==> config.mk <==
export PLATFORM = sky130hd
export DESIGN_NAME = char_lcd_bus_controller
export DESIGN_NICKNAME = d
export VERILOG_FILES = /design/src/hw/rtl/clb_pkg.sv /design/src/hw/rtl/clb_step.sv /design/src/hw/rtl/char_lcd_bus_controller.sv
export SDC_FILE = /design/constraint.sdc
export NUM_CORES = 1
export LEC_CHECK = 0
export BUFFER_PORTS_ARGS = -buffer_cell sky130_fd_sc_hd__clkbuf_2
export CAP_MARGIN = 30
export CELL_PAD_IN_SITES_DETAIL_PLACEMENT = 1
export CELL_PAD_IN_SITES_GLOBAL_PLACEMENT = 1
export CORE_ASPECT_RATIO = 0.5
export CORE_MARGIN = 2
export CORE_UTILIZATION = 47
export CTS_CLUSTER_SIZE = 16
export DETAILED_ROUTE_END_ITERATION = 12
export GPL_ROUTABILITY_DRIVEN = 0
export GPL_TIMING_DRIVEN = 0
export PLACE_DENSITY_LB_ADDON = 0.1
export SLEW_MARGIN = 15
export SYNTH_ARGS = -nofsm -noshare
export SYNTH_HDL_FRONTEND = slang
export SYNTH_SLANG_ARGS = --single-unit
==> constraint.sdc <==
create_clock -name clk -period 7.82 [get_ports clk]
set_clock_uncertainty 0.15 [all_clocks]
set_input_delay 0 -clock clk [delete_from_list [all_inputs] [get_ports clk]]
set_output_delay 0 -clock clk [all_outputs]
set_load 0.005 [all_outputs]
==> src/hw/rtl/clb_pkg.sv <==
// Shared types, constants and helper functions for the character LCD bus controller.
`timescale 1ns / 1ps
`default_nettype none

package clb_pkg;

    // Default width of the per-part tick counter
    localparam int TICK_BITS_DEF = 17;

    // Width of the longest duration register
    localparam int DUR_W = 17;

    // Configuration port geometry
    localparam int CFG_IDX_W  = 3;
    localparam int CFG_DATA_W = 17;

    // Configuration register indexes
    typedef enum logic [CFG_IDX_W-1:0] {
        CFG_SETUP       = 3'd0,
        CFG_PULSE       = 3'd1,
        CFG_HOLD        = 3'd2,
        CFG_FIRST_WAIT  = 3'd3,
        CFG_SECOND_WAIT = 3'd4
    } cfg_idx_t;

    // Host request codes
    localparam logic [1:0] ACT_TICK  = 2'd0;
    localparam logic [1:0] ACT_INSTR = 2'd1;
    localparam logic [1:0] ACT_CHAR  = 2'd2;
    localparam logic [1:0] ACT_POS   = 2'd3;

    // Power-up instruction bytes
    localparam logic [7:0] CMD_WAKE     = 8'h30;
    localparam logic [7:0] CMD_FUNC_SET = 8'h38;
    localparam logic [7:0] CMD_DISP_ON  = 8'h0c;
    localparam logic [7:0] CMD_CLEAR    = 8'h01;
    localparam logic [7:0] CMD_ENTRY    = 8'h06;

    // Set-DDRAM-address opcode bit and second-line offset
    localparam logic [7:0] CMD_SET_ADDR = 8'h80;
    localparam logic [7:0] LINE2_OFFSET = 8'h40;

    // Init step counter; all-ones marks the sequence as done
    localparam logic [2:0] INIT_DONE = 3'd7;

    // Bus-cycle parts, one-hot
    typedef enum logic [7:0] {
        PH_IDLE     = 8'b0000_0001,
        PH_RD_SETUP = 8'b0000_0010,
        PH_RD_PULSE = 8'b0000_0100,
        PH_RD_HOLD  = 8'b0000_1000,
        PH_WR_SETUP = 8'b0001_0000,
        PH_WR_PULSE = 8'b0010_0000,
        PH_WR_HOLD  = 8'b0100_0000,
        PH_WAIT     = 8'b1000_0000
    } phase_t;

    // Timing registers
    typedef struct packed {
        logic [7:0]       setup;
        logic [7:0]       pulse;
        logic [7:0]       hold;
        logic [DUR_W-1:0] first_wait;
        logic [DUR_W-1:0] second_wait;
    } cfg_t;

    // Sequencer control state
    typedef struct packed {
        phase_t     phase;
        logic [2:0] init_step;
        logic       pending_rs;
        logic [7:0] pending_byte;
        logic       busy_seen;
    } ctl_t;

    // LCD pin levels
    typedef struct packed {
        logic       e;
        logic       rw;
        logic       rs;
        logic [7:0] data;
    } pins_t;

    // Instruction byte written at each power-up step
    function automatic logic [7:0] init_byte(input logic [2:0] step);
        logic [7:0] b;
        case (step)
            3'd0, 3'd1, 3'd2: b = CMD_WAKE;
            3'd3:             b = CMD_FUNC_SET;
            3'd4:             b = CMD_DISP_ON;
            3'd5:             b = CMD_CLEAR;
            3'd6:             b = CMD_ENTRY;
            default:          b = 8'h00;
        endcase
        return b;
    endfunction

endpackage

`default_nettype wire

==> src/hw/rtl/clb_step.sv <==
// Next-state logic for one tick of the LCD bus sequencer.
`timescale 1ns / 1ps
`default_nettype none

module clb_step
    import clb_pkg::*;
#(
    parameter int TICK_COUNTER_BITS = TICK_BITS_DEF
) (
    input  var cfg_t                         cfg,
    input  var ctl_t                         ctl,
    input  var pins_t                        pins,
    input  wire [TICK_COUNTER_BITS-1:0]      tick,
    input  wire [1:0]                        action,
    input  wire [7:0]                        req_value,
    input  wire [7:0]                        lcd_data_in,
    output ctl_t                             ctl_next,
    output pins_t                            pins_next,
    output logic [TICK_COUNTER_BITS-1:0]     tick_next,
    output logic                             accepted,
    output logic                             ready
);

    localparam int CW = (TICK_COUNTER_BITS > DUR_W) ? TICK_COUNTER_BITS : DUR_W;
    localparam logic [TICK_COUNTER_BITS-1:0] TICK_MAX = '1;

    logic                         req_take;
    phase_t                       enter_rd;
    phase_t                       enter_wr;
    phase_t                       ph_cur;
    logic [7:0]                   byte_cur;
    logic                         rs_cur;
    logic                         busy_new;
    logic [DUR_W-1:0]             dur;
    logic [TICK_COUNTER_BITS-1:0] tick_base;
    logic [TICK_COUNTER_BITS-1:0] tick_inc;
    logic                         part_end;
    phase_t                       after_rd_hold;
    phase_t                       after_wr_hold;
    logic [2:0]                   step_wr_hold;
    logic [2:0]                   step_inc;
    logic [DUR_W-1:0]             wait_dur;
    phase_t                       ph_after;
    logic [2:0]                   step_after;

    assign req_take = (ctl.phase == PH_IDLE) && (ctl.init_step == INIT_DONE)
                      && (action != ACT_TICK);

    // Zero-length setup parts are skipped straight into the pulse
    assign enter_rd = (cfg.setup == 8'd0) ? PH_RD_PULSE : PH_RD_SETUP;
    assign enter_wr = (cfg.setup == 8'd0) ? PH_WR_PULSE : PH_WR_SETUP;

    assign ph_cur    = req_take ? enter_rd : ctl.phase;
    assign tick_base = req_take ? '0 : tick;

    // Latch the request
    always_comb
    begin
        byte_cur = ctl.pending_byte;
        rs_cur   = ctl.pending_rs;
        if (req_take)
        begin
            case (action)
                ACT_POS:
                begin
                    byte_cur = CMD_SET_ADDR
                             | (req_value[4] ? LINE2_OFFSET : 8'h00)
                             | {4'h0, req_value[3:0]};
                    rs_cur   = 1'b0;
                end
                ACT_CHAR:
                begin
                    byte_cur = req_value;
                    rs_cur   = 1'b1;
                end
                default:
                begin
                    byte_cur = req_value;
                    rs_cur   = 1'b0;
                end
            endcase
        end
    end

    assign busy_new = (ph_cur == PH_RD_PULSE) ? lcd_data_in[7] : ctl.busy_seen;

    // Pin levels for this tick
    always_comb
    begin
        pins_next = pins;
        unique case (ph_cur)
            PH_RD_SETUP, PH_RD_HOLD:
            begin
                pins_next.e  = 1'b0;
                pins_next.rw = 1'b1;
                pins_next.rs = 1'b0;
            end
            PH_RD_PULSE:
            begin
                pins_next.e  = 1'b1;
                pins_next.rw = 1'b1;
                pins_next.rs = 1'b0;
            end
            PH_WR_SETUP, PH_WR_HOLD, PH_WR_PULSE:
            begin
                pins_next.e  = (ph_cur == PH_WR_PULSE);
                pins_next.rw = 1'b0;
                if (ctl.init_step != INIT_DONE)
                begin
                    pins_next.data = init_byte(ctl.init_step);
                    pins_next.rs   = 1'b0;
                end
                else
                begin
                    pins_next.data = byte_cur;
                    pins_next.rs   = rs_cur;
                end
            end
            default:
            begin
                pins_next.e = 1'b0;
            end
        endcase
    end

    // Length of the current part
    always_comb
    begin
        unique case (ph_cur)
            PH_RD_SETUP, PH_WR_SETUP: dur = DUR_W'(cfg.setup);
            PH_RD_PULSE, PH_WR_PULSE:
                dur = (cfg.pulse == 8'd0) ? DUR_W'(1) : DUR_W'(cfg.pulse);
            PH_RD_HOLD, PH_WR_HOLD:   dur = DUR_W'(cfg.hold);
            PH_WAIT:
                dur = (ctl.init_step == 3'd1) ? cfg.first_wait : cfg.second_wait;
            default:                  dur = DUR_W'(1);
        endcase
    end

    assign tick_inc = (tick_base != TICK_MAX) ? tick_base + TICK_COUNTER_BITS'(1) : tick_base;
    assign part_end = (CW'(tick_inc) >= CW'(dur)) || (tick_inc == TICK_MAX);

    // Successors, with zero-length parts skipped
    assign after_rd_hold = busy_new ? enter_rd : enter_wr;

    assign step_inc = ctl.init_step + 3'd1;
    assign wait_dur = (step_inc == 3'd1) ? cfg.first_wait : cfg.second_wait;

    always_comb
    begin
        if (ctl.init_step == INIT_DONE)
        begin
            after_wr_hold = PH_IDLE;
            step_wr_hold  = ctl.init_step;
        end
        else
        begin
            step_wr_hold = step_inc;
            if (step_inc <= 3'd2)
                after_wr_hold = (wait_dur == '0) ? enter_wr : PH_WAIT;
            else if (step_inc != INIT_DONE)
                after_wr_hold = enter_rd;
            else
                after_wr_hold = PH_IDLE;
        end
    end

    always_comb
    begin
        step_after = ctl.init_step;
        unique case (ph_cur)
            PH_RD_SETUP: ph_after = PH_RD_PULSE;
            PH_RD_PULSE: ph_after = (cfg.hold != 8'd0) ? PH_RD_HOLD : after_rd_hold;
            PH_RD_HOLD:  ph_after = after_rd_hold;
            PH_WR_SETUP: ph_after = PH_WR_PULSE;
            PH_WR_PULSE:
            begin
                if (cfg.hold != 8'd0)
                    ph_after = PH_WR_HOLD;
                else
                begin
                    ph_after   = after_wr_hold;
                    step_after = step_wr_hold;
                end
            end
            PH_WR_HOLD:
            begin
                ph_after   = after_wr_hold;
                step_after = step_wr_hold;
            end
            PH_WAIT:     ph_after = enter_wr;
            default:     ph_after = PH_IDLE;
        endcase
    end

    // Advance the part when its count runs out
    always_comb
    begin
        ctl_next              = ctl;
        ctl_next.pending_byte = byte_cur;
        ctl_next.pending_rs   = rs_cur;
        ctl_next.busy_seen    = busy_new;
        ctl_next.phase        = ph_cur;
        tick_next             = tick_base;
        if (ph_cur != PH_IDLE)
        begin
            tick_next = tick_inc;
            if (part_end)
            begin
                ctl_next.phase     = ph_after;
                ctl_next.init_step = step_after;
                tick_next          = '0;
            end
        end
    end

    assign accepted = req_take;
    assign ready    = (ctl_next.phase == PH_IDLE) && (ctl_next.init_step == INIT_DONE);

endmodule

`default_nettype wire

==> src/hw/rtl/char_lcd_bus_controller.sv <==
// Top level of the character LCD bus controller: registers, config port, output stage.
`timescale 1ns / 1ps
`default_nettype none

// Pin-level sequencer for an 8-bit character LCD. Each accepted input item is
// one bus tick: it carries the sampled LCD data bus and an optional host
// request (write instruction, write character, set cursor position). Each
// item yields exactly one result item with the pin levels for that tick, an
// accepted flag for the request and a ready flag. After reset the block runs
// the power-up sequence (0x30 three times with two programmed waits, then
// 0x38, 0x0c, 0x01, 0x06 with busy polling) before it takes requests; a
// request that arrives while the block is busy is dropped and reported as
// not accepted. Rate: one item per clock cycle, set by the single tick update
// that feeds the state registers, which also hold the result; an item is
// accepted while the previous result is still waiting, as long as that result
// is not stalled. The result is valid in the cycle after its input is accepted.
// Timing registers are written through the plain write port and should only
// be changed while no request is in flight.
module char_lcd_bus_controller
    import clb_pkg::*;
#(
    parameter int TICK_COUNTER_BITS = TICK_BITS_DEF
) (
    input  wire                   clk,
    input  wire                   rst_n,

    // Input item channel
    input  wire                   in_valid,
    output logic                  in_stall,
    input  wire [1:0]             action,
    input  wire [7:0]             req_value,
    input  wire [7:0]             lcd_data_in,

    // Result item channel
    output logic                  out_valid,
    input  wire                   out_stall,
    output logic                  lcd_e,
    output logic                  lcd_rw,
    output logic                  lcd_rs,
    output logic [7:0]            lcd_data_out,
    output logic                  accepted,
    output logic                  ready_res,

    // Configuration write port
    input  wire                   cfg_we,
    input  wire [CFG_IDX_W-1:0]   cfg_index,
    input  wire [CFG_DATA_W-1:0]  cfg_data
);

    cfg_t                         cfg_reg;
    ctl_t                         ctl_reg;
    ctl_t                         ctl_next;
    pins_t                        pins_reg;
    pins_t                        pins_next;
    logic [TICK_COUNTER_BITS-1:0] tick_reg;
    logic [TICK_COUNTER_BITS-1:0] tick_next;
    logic                         acc_next;
    logic                         ready_next;
    logic                         out_valid_reg;
    logic                         accepted_reg;
    logic                         ready_reg;
    logic                         in_fire;

    // Stall only while a finished result is held and the sink is stalling
    assign in_stall = out_valid_reg && out_stall;
    assign in_fire  = in_valid && !in_stall;

    // Timing registers
    always_ff @(posedge clk or negedge rst_n)
    begin
        if (!rst_n)
        begin
            cfg_reg.setup       <= 8'd2;
            cfg_reg.pulse       <= 8'd11;
            cfg_reg.hold        <= 8'd11;
            cfg_reg.first_wait  <= DUR_W'(82000);
            cfg_reg.second_wait <= DUR_W'(2000);
        end
        else if (cfg_we)
        begin
            unique case (cfg_index)
                CFG_SETUP:       cfg_reg.setup       <= cfg_data[7:0];
                CFG_PULSE:       cfg_reg.pulse       <= cfg_data[7:0];
                CFG_HOLD:        cfg_reg.hold        <= cfg_data[7:0];
                CFG_FIRST_WAIT:  cfg_reg.first_wait  <= cfg_data[DUR_W-1:0];
                CFG_SECOND_WAIT: cfg_reg.second_wait <= cfg_data[DUR_W-1:0];
                default:         ;
            endcase
        end
    end

    // One tick of sequencer logic
    clb_step #(
        .TICK_COUNTER_BITS(TICK_COUNTER_BITS)
    ) u_step (
        .cfg         (cfg_reg),
        .ctl         (ctl_reg),
        .pins        (pins_reg),
        .tick        (tick_reg),
        .action      (action),
        .req_value   (req_value),
        .lcd_data_in (lcd_data_in),
        .ctl_next    (ctl_next),
        .pins_next   (pins_next),
        .tick_next   (tick_next),
        .accepted    (acc_next),
        .ready       (ready_next)
    );

    // Sequencer state and pin levels; these also serve as the result payload
    always_ff @(posedge clk or negedge rst_n)
    begin
        if (!rst_n)
        begin
            ctl_reg.phase        <= PH_WR_SETUP;
            ctl_reg.init_step    <= 3'd0;
            ctl_reg.pending_rs   <= 1'b0;
            ctl_reg.pending_byte <= 8'h00;
            ctl_reg.busy_seen    <= 1'b0;
            pins_reg             <= '0;
            tick_reg             <= '0;
            accepted_reg         <= 1'b0;
            ready_reg            <= 1'b0;
        end
        else if (in_fire)
        begin
            ctl_reg      <= ctl_next;
            pins_reg     <= pins_next;
            tick_reg     <= tick_next;
            accepted_reg <= acc_next;
            ready_reg    <= ready_next;
        end
    end

    // Result valid: set on accept, drop once the sink takes the item
    always_ff @(posedge clk or negedge rst_n)
    begin
        if (!rst_n)
            out_valid_reg <= 1'b0;
        else if (in_fire)
            out_valid_reg <= 1'b1;
        else if (!out_stall)
            out_valid_reg <= 1'b0;
    end

    assign out_valid    = out_valid_reg;
    assign lcd_e        = pins_reg.e;
    assign lcd_rw       = pins_reg.rw;
    assign lcd_rs       = pins_reg.rs;
    assign lcd_data_out = pins_reg.data;
    assign accepted     = accepted_reg;
    assign ready_res    = ready_reg;

endmodule

`default_nettype wire
==> results.md <==
- Status: complete, no violations
- Finished Layout Cells: 1004
- Post-DRT Antenna Nets: 0
- H-tree depth: 3
- Critical path's largest stage delay: 470 ps
- Main synth FF type: dfrtp_1
- CP startpoint kind: flop
- Design area: 7970 um2
- Initial antenna violation count: 0
- Vias: 5920
- Final Hold Viols: 0
- CTS tree: yes
- Register area share after synthesis: 0.413
- Syn_nets: 771
- Total track usage: 0.275
- Vias in the first global route: 6097
- # setup viols final: 0
- Max-slew violation count: 0
- Port buffer count: 50
- Flop pwr share: 0.383
- Nets: 875
- Postcts setup bufs: 0
- WL/cell: 19.9 um
- Peak supply drop: 0.133 mV
- Die width: 173 um
- Synth Area per Inst: 9.57 um2
- First-pass GRT wire length: 33000 um
- NetSw: 761 uW
- Final Power: 1.99 mW
- Final Critical Period: 7260 ps
- Clock share of power: 0.237
- Synth Instances: 702
- Drt drc: 0
- Register bit total from synthesis: 110
- Crit path required time: 7910 ps
- Routed Wire Length: 20000 um
- Post-synth EDFFs: 0
- CP Capture Type: flop
- Commonest non-fill, non-tap cell in the layout: nand2_1
- CTS buffer count: 9
- Crit path buf inv count: 6
- Slowest stage cell, crit path: or4_1
- Crit Path Max Fanout: 10
- Top delay family on crit path: simple AND/OR/NAND/NOR gates
- Hold Worst Slack: 9.84 ps
- Initial Util: 0.489
- Fmax: 0.138 GHz
- RSZ-0062 raised after global routing: no
- Final HPWL DP: 14700 um
- Most frequent cells in the layout: nand2_1 (95), dfrtp_1 (92), mux2_2 (79), clkbuf_2 (50), o21ai_0 (47)
- Period utilization: 0.928
- Clk slew on worst S/H paths: 80 ps
- FP Rows: 30
- Combinational share of power: 0.380
- 1st-iter DRT viols: 439
- Clock net sink count: 110
- Max Buffers Root-to-Sink: 2
- Slew @ Worst Pin: 964 ps
- Leak: 3.39 nW
- Syn-to-layout area delta: 18.7%
- Synthesized area: 6720 um2
- Final Util: 0.580
- Drt pass-1 iters: 4
- Total gr overflow: 0
- Slew margin rel.: 0.352
- Switching share of total power: 0.383
- Largest net degree at the start of global routing: 83
- Worst-Skew Late Latency: 360 ps
- # IOs: 58
- Worst R2R Setup Slack: 560 ps
- Die Y-Extent: 88.5 um
- Netlist cell types: 69
- Placed insts: 948
- Max reg flops: 58
- Worst Slack Setup Final: 561 ps
- Worst hold path type: in2async
- Core area: 13700 um2
- Die area: 15300 um2
- Share of cells above drive strength 1: 0.228
- Area after DPL: 7260 um2
- Setup TNS: 0 ps
- # Max-Cap Violations: 0
- Syn. warnings: 0
- DP Worst Slack: 507 ps
- Critical path class: reg2reg
- Via density: 5.90
- Internal: 1.23 mW
- CTS root buffer: clkbuf_16
- Synth async-reset ratio: 1.00
- Crit path DAT: 7350 ps
- PD cells: 249 nW/um2
-- layer usage --
metal / up-vias / GRT usage / wire length (um)
met1: 2968 / 0.384 / 10000
met5: - / 0 / 0
met2: 138 / 0.460 / 9010
li1: 2799 / - / -
met4: 0 / 0.0555 / 162
met3: 15 / 0.0447 / 804
-- kinds of logic after synthesis --
logic type / share of synthesized area
XOR/XNOR: 0.0170
multiplexers: 0.150
AND/OR/NAND/NOR: 0.201
adder cells (fa/ha/maj): 0.0484
flip-flops: 0.413
AO/OA/AOI/OAI: 0.140
buffers and inverters: 0.0309
-- worst min-delay path: stages --
cell	delay, ps
dlygate4sd3_1	540
clkbuf_8	150
buf_12	190
-- power by group through the flow --
stage               combinational, mW  sequential [mW]  clock [mW]
finish                          0.755            0.760       0.471
global route                    0.831            0.775       0.504
CTS                             0.748            0.759       0.479
detailed placement              0.720            0.770           0
global placement                0.694            0.761           0
floorplan                       0.513            0.742           0
-- final cells by class --
cell class                      count  area (um2)
Fill cell                        1583        5770
Multi-Input combinational cell    539        3740
Sequential cell                   110        2780
Timing Repair Buffer               93         702
Tap cell                          192         240
Clock buffer                        9         225
Buffer                             39         156
Clock inverter                      7        77.6
Inverter                           14        52.6
Antenna cell                        1        2.50
-- cell usage after synthesis (4+ instances only) --
library cell | count | share of area
nand2_1 | 95 | 0.053
dfrtp_1 | 92 | 0.34
mux2_2 | 79 | 0.13
o21ai_0 | 47 | 0.035
nor2_1 | 42 | 0.023
a21oi_1 | 32 | 0.024
clkbuf_1 | 31 | 0.017
nand3_1 | 28 | 0.021
ha_1 | 26 | 0.048
nor4_1 | 20 | 0.019
dfstp_2 | 18 | 0.070
nor3_1 | 18 | 0.013
inv_1 | 14 | 0.0078
mux2i_1 | 12 | 0.018
xnor2_1 | 10 | 0.013
a221oi_1 | 8 | 0.010
and2_1 | 8 | 0.0075
nand4_1 | 7 | 0.0065
nor2b_1 | 6 | 0.0056
or3_1 | 6 | 0.0056
a211oi_1 | 5 | 0.0056
a21o_1 | 5 | 0.0056
o211ai_1 | 5 | 0.0056
a31oi_1 | 4 | 0.0037
buf_2 | 4 | 0.0030
nand2b_1 | 4 | 0.0037
nand4b_1 | 4 | 0.0052
or4_1 | 4 | 0.0045
-- path summary, 6_finish.rpt --
path                                  from              end  cells after the start
setup reg to reg               ctl_reg[11]      ctl_reg[14]                     26
min in group clk                    cfg_we       cfg_reg[3]                      4
hold / removal                       rst_n  lcd_data_out[1]                      3
hold reg to reg            lcd_data_out[1]  lcd_data_out[1]                      2
max in group asynchronous            rst_n      cfg_reg[10]                      3
setup / recovery               ctl_reg[11]      ctl_reg[14]                     26
-- timing repair --
action                                  CTS  global route
hold buffers                             39             0
resized for setup                         0             2
endpoints found under the hold margin   169             0
endpoints found under the setup margin    0             1
Note: power is estimated with default switching activity, not from simulation.
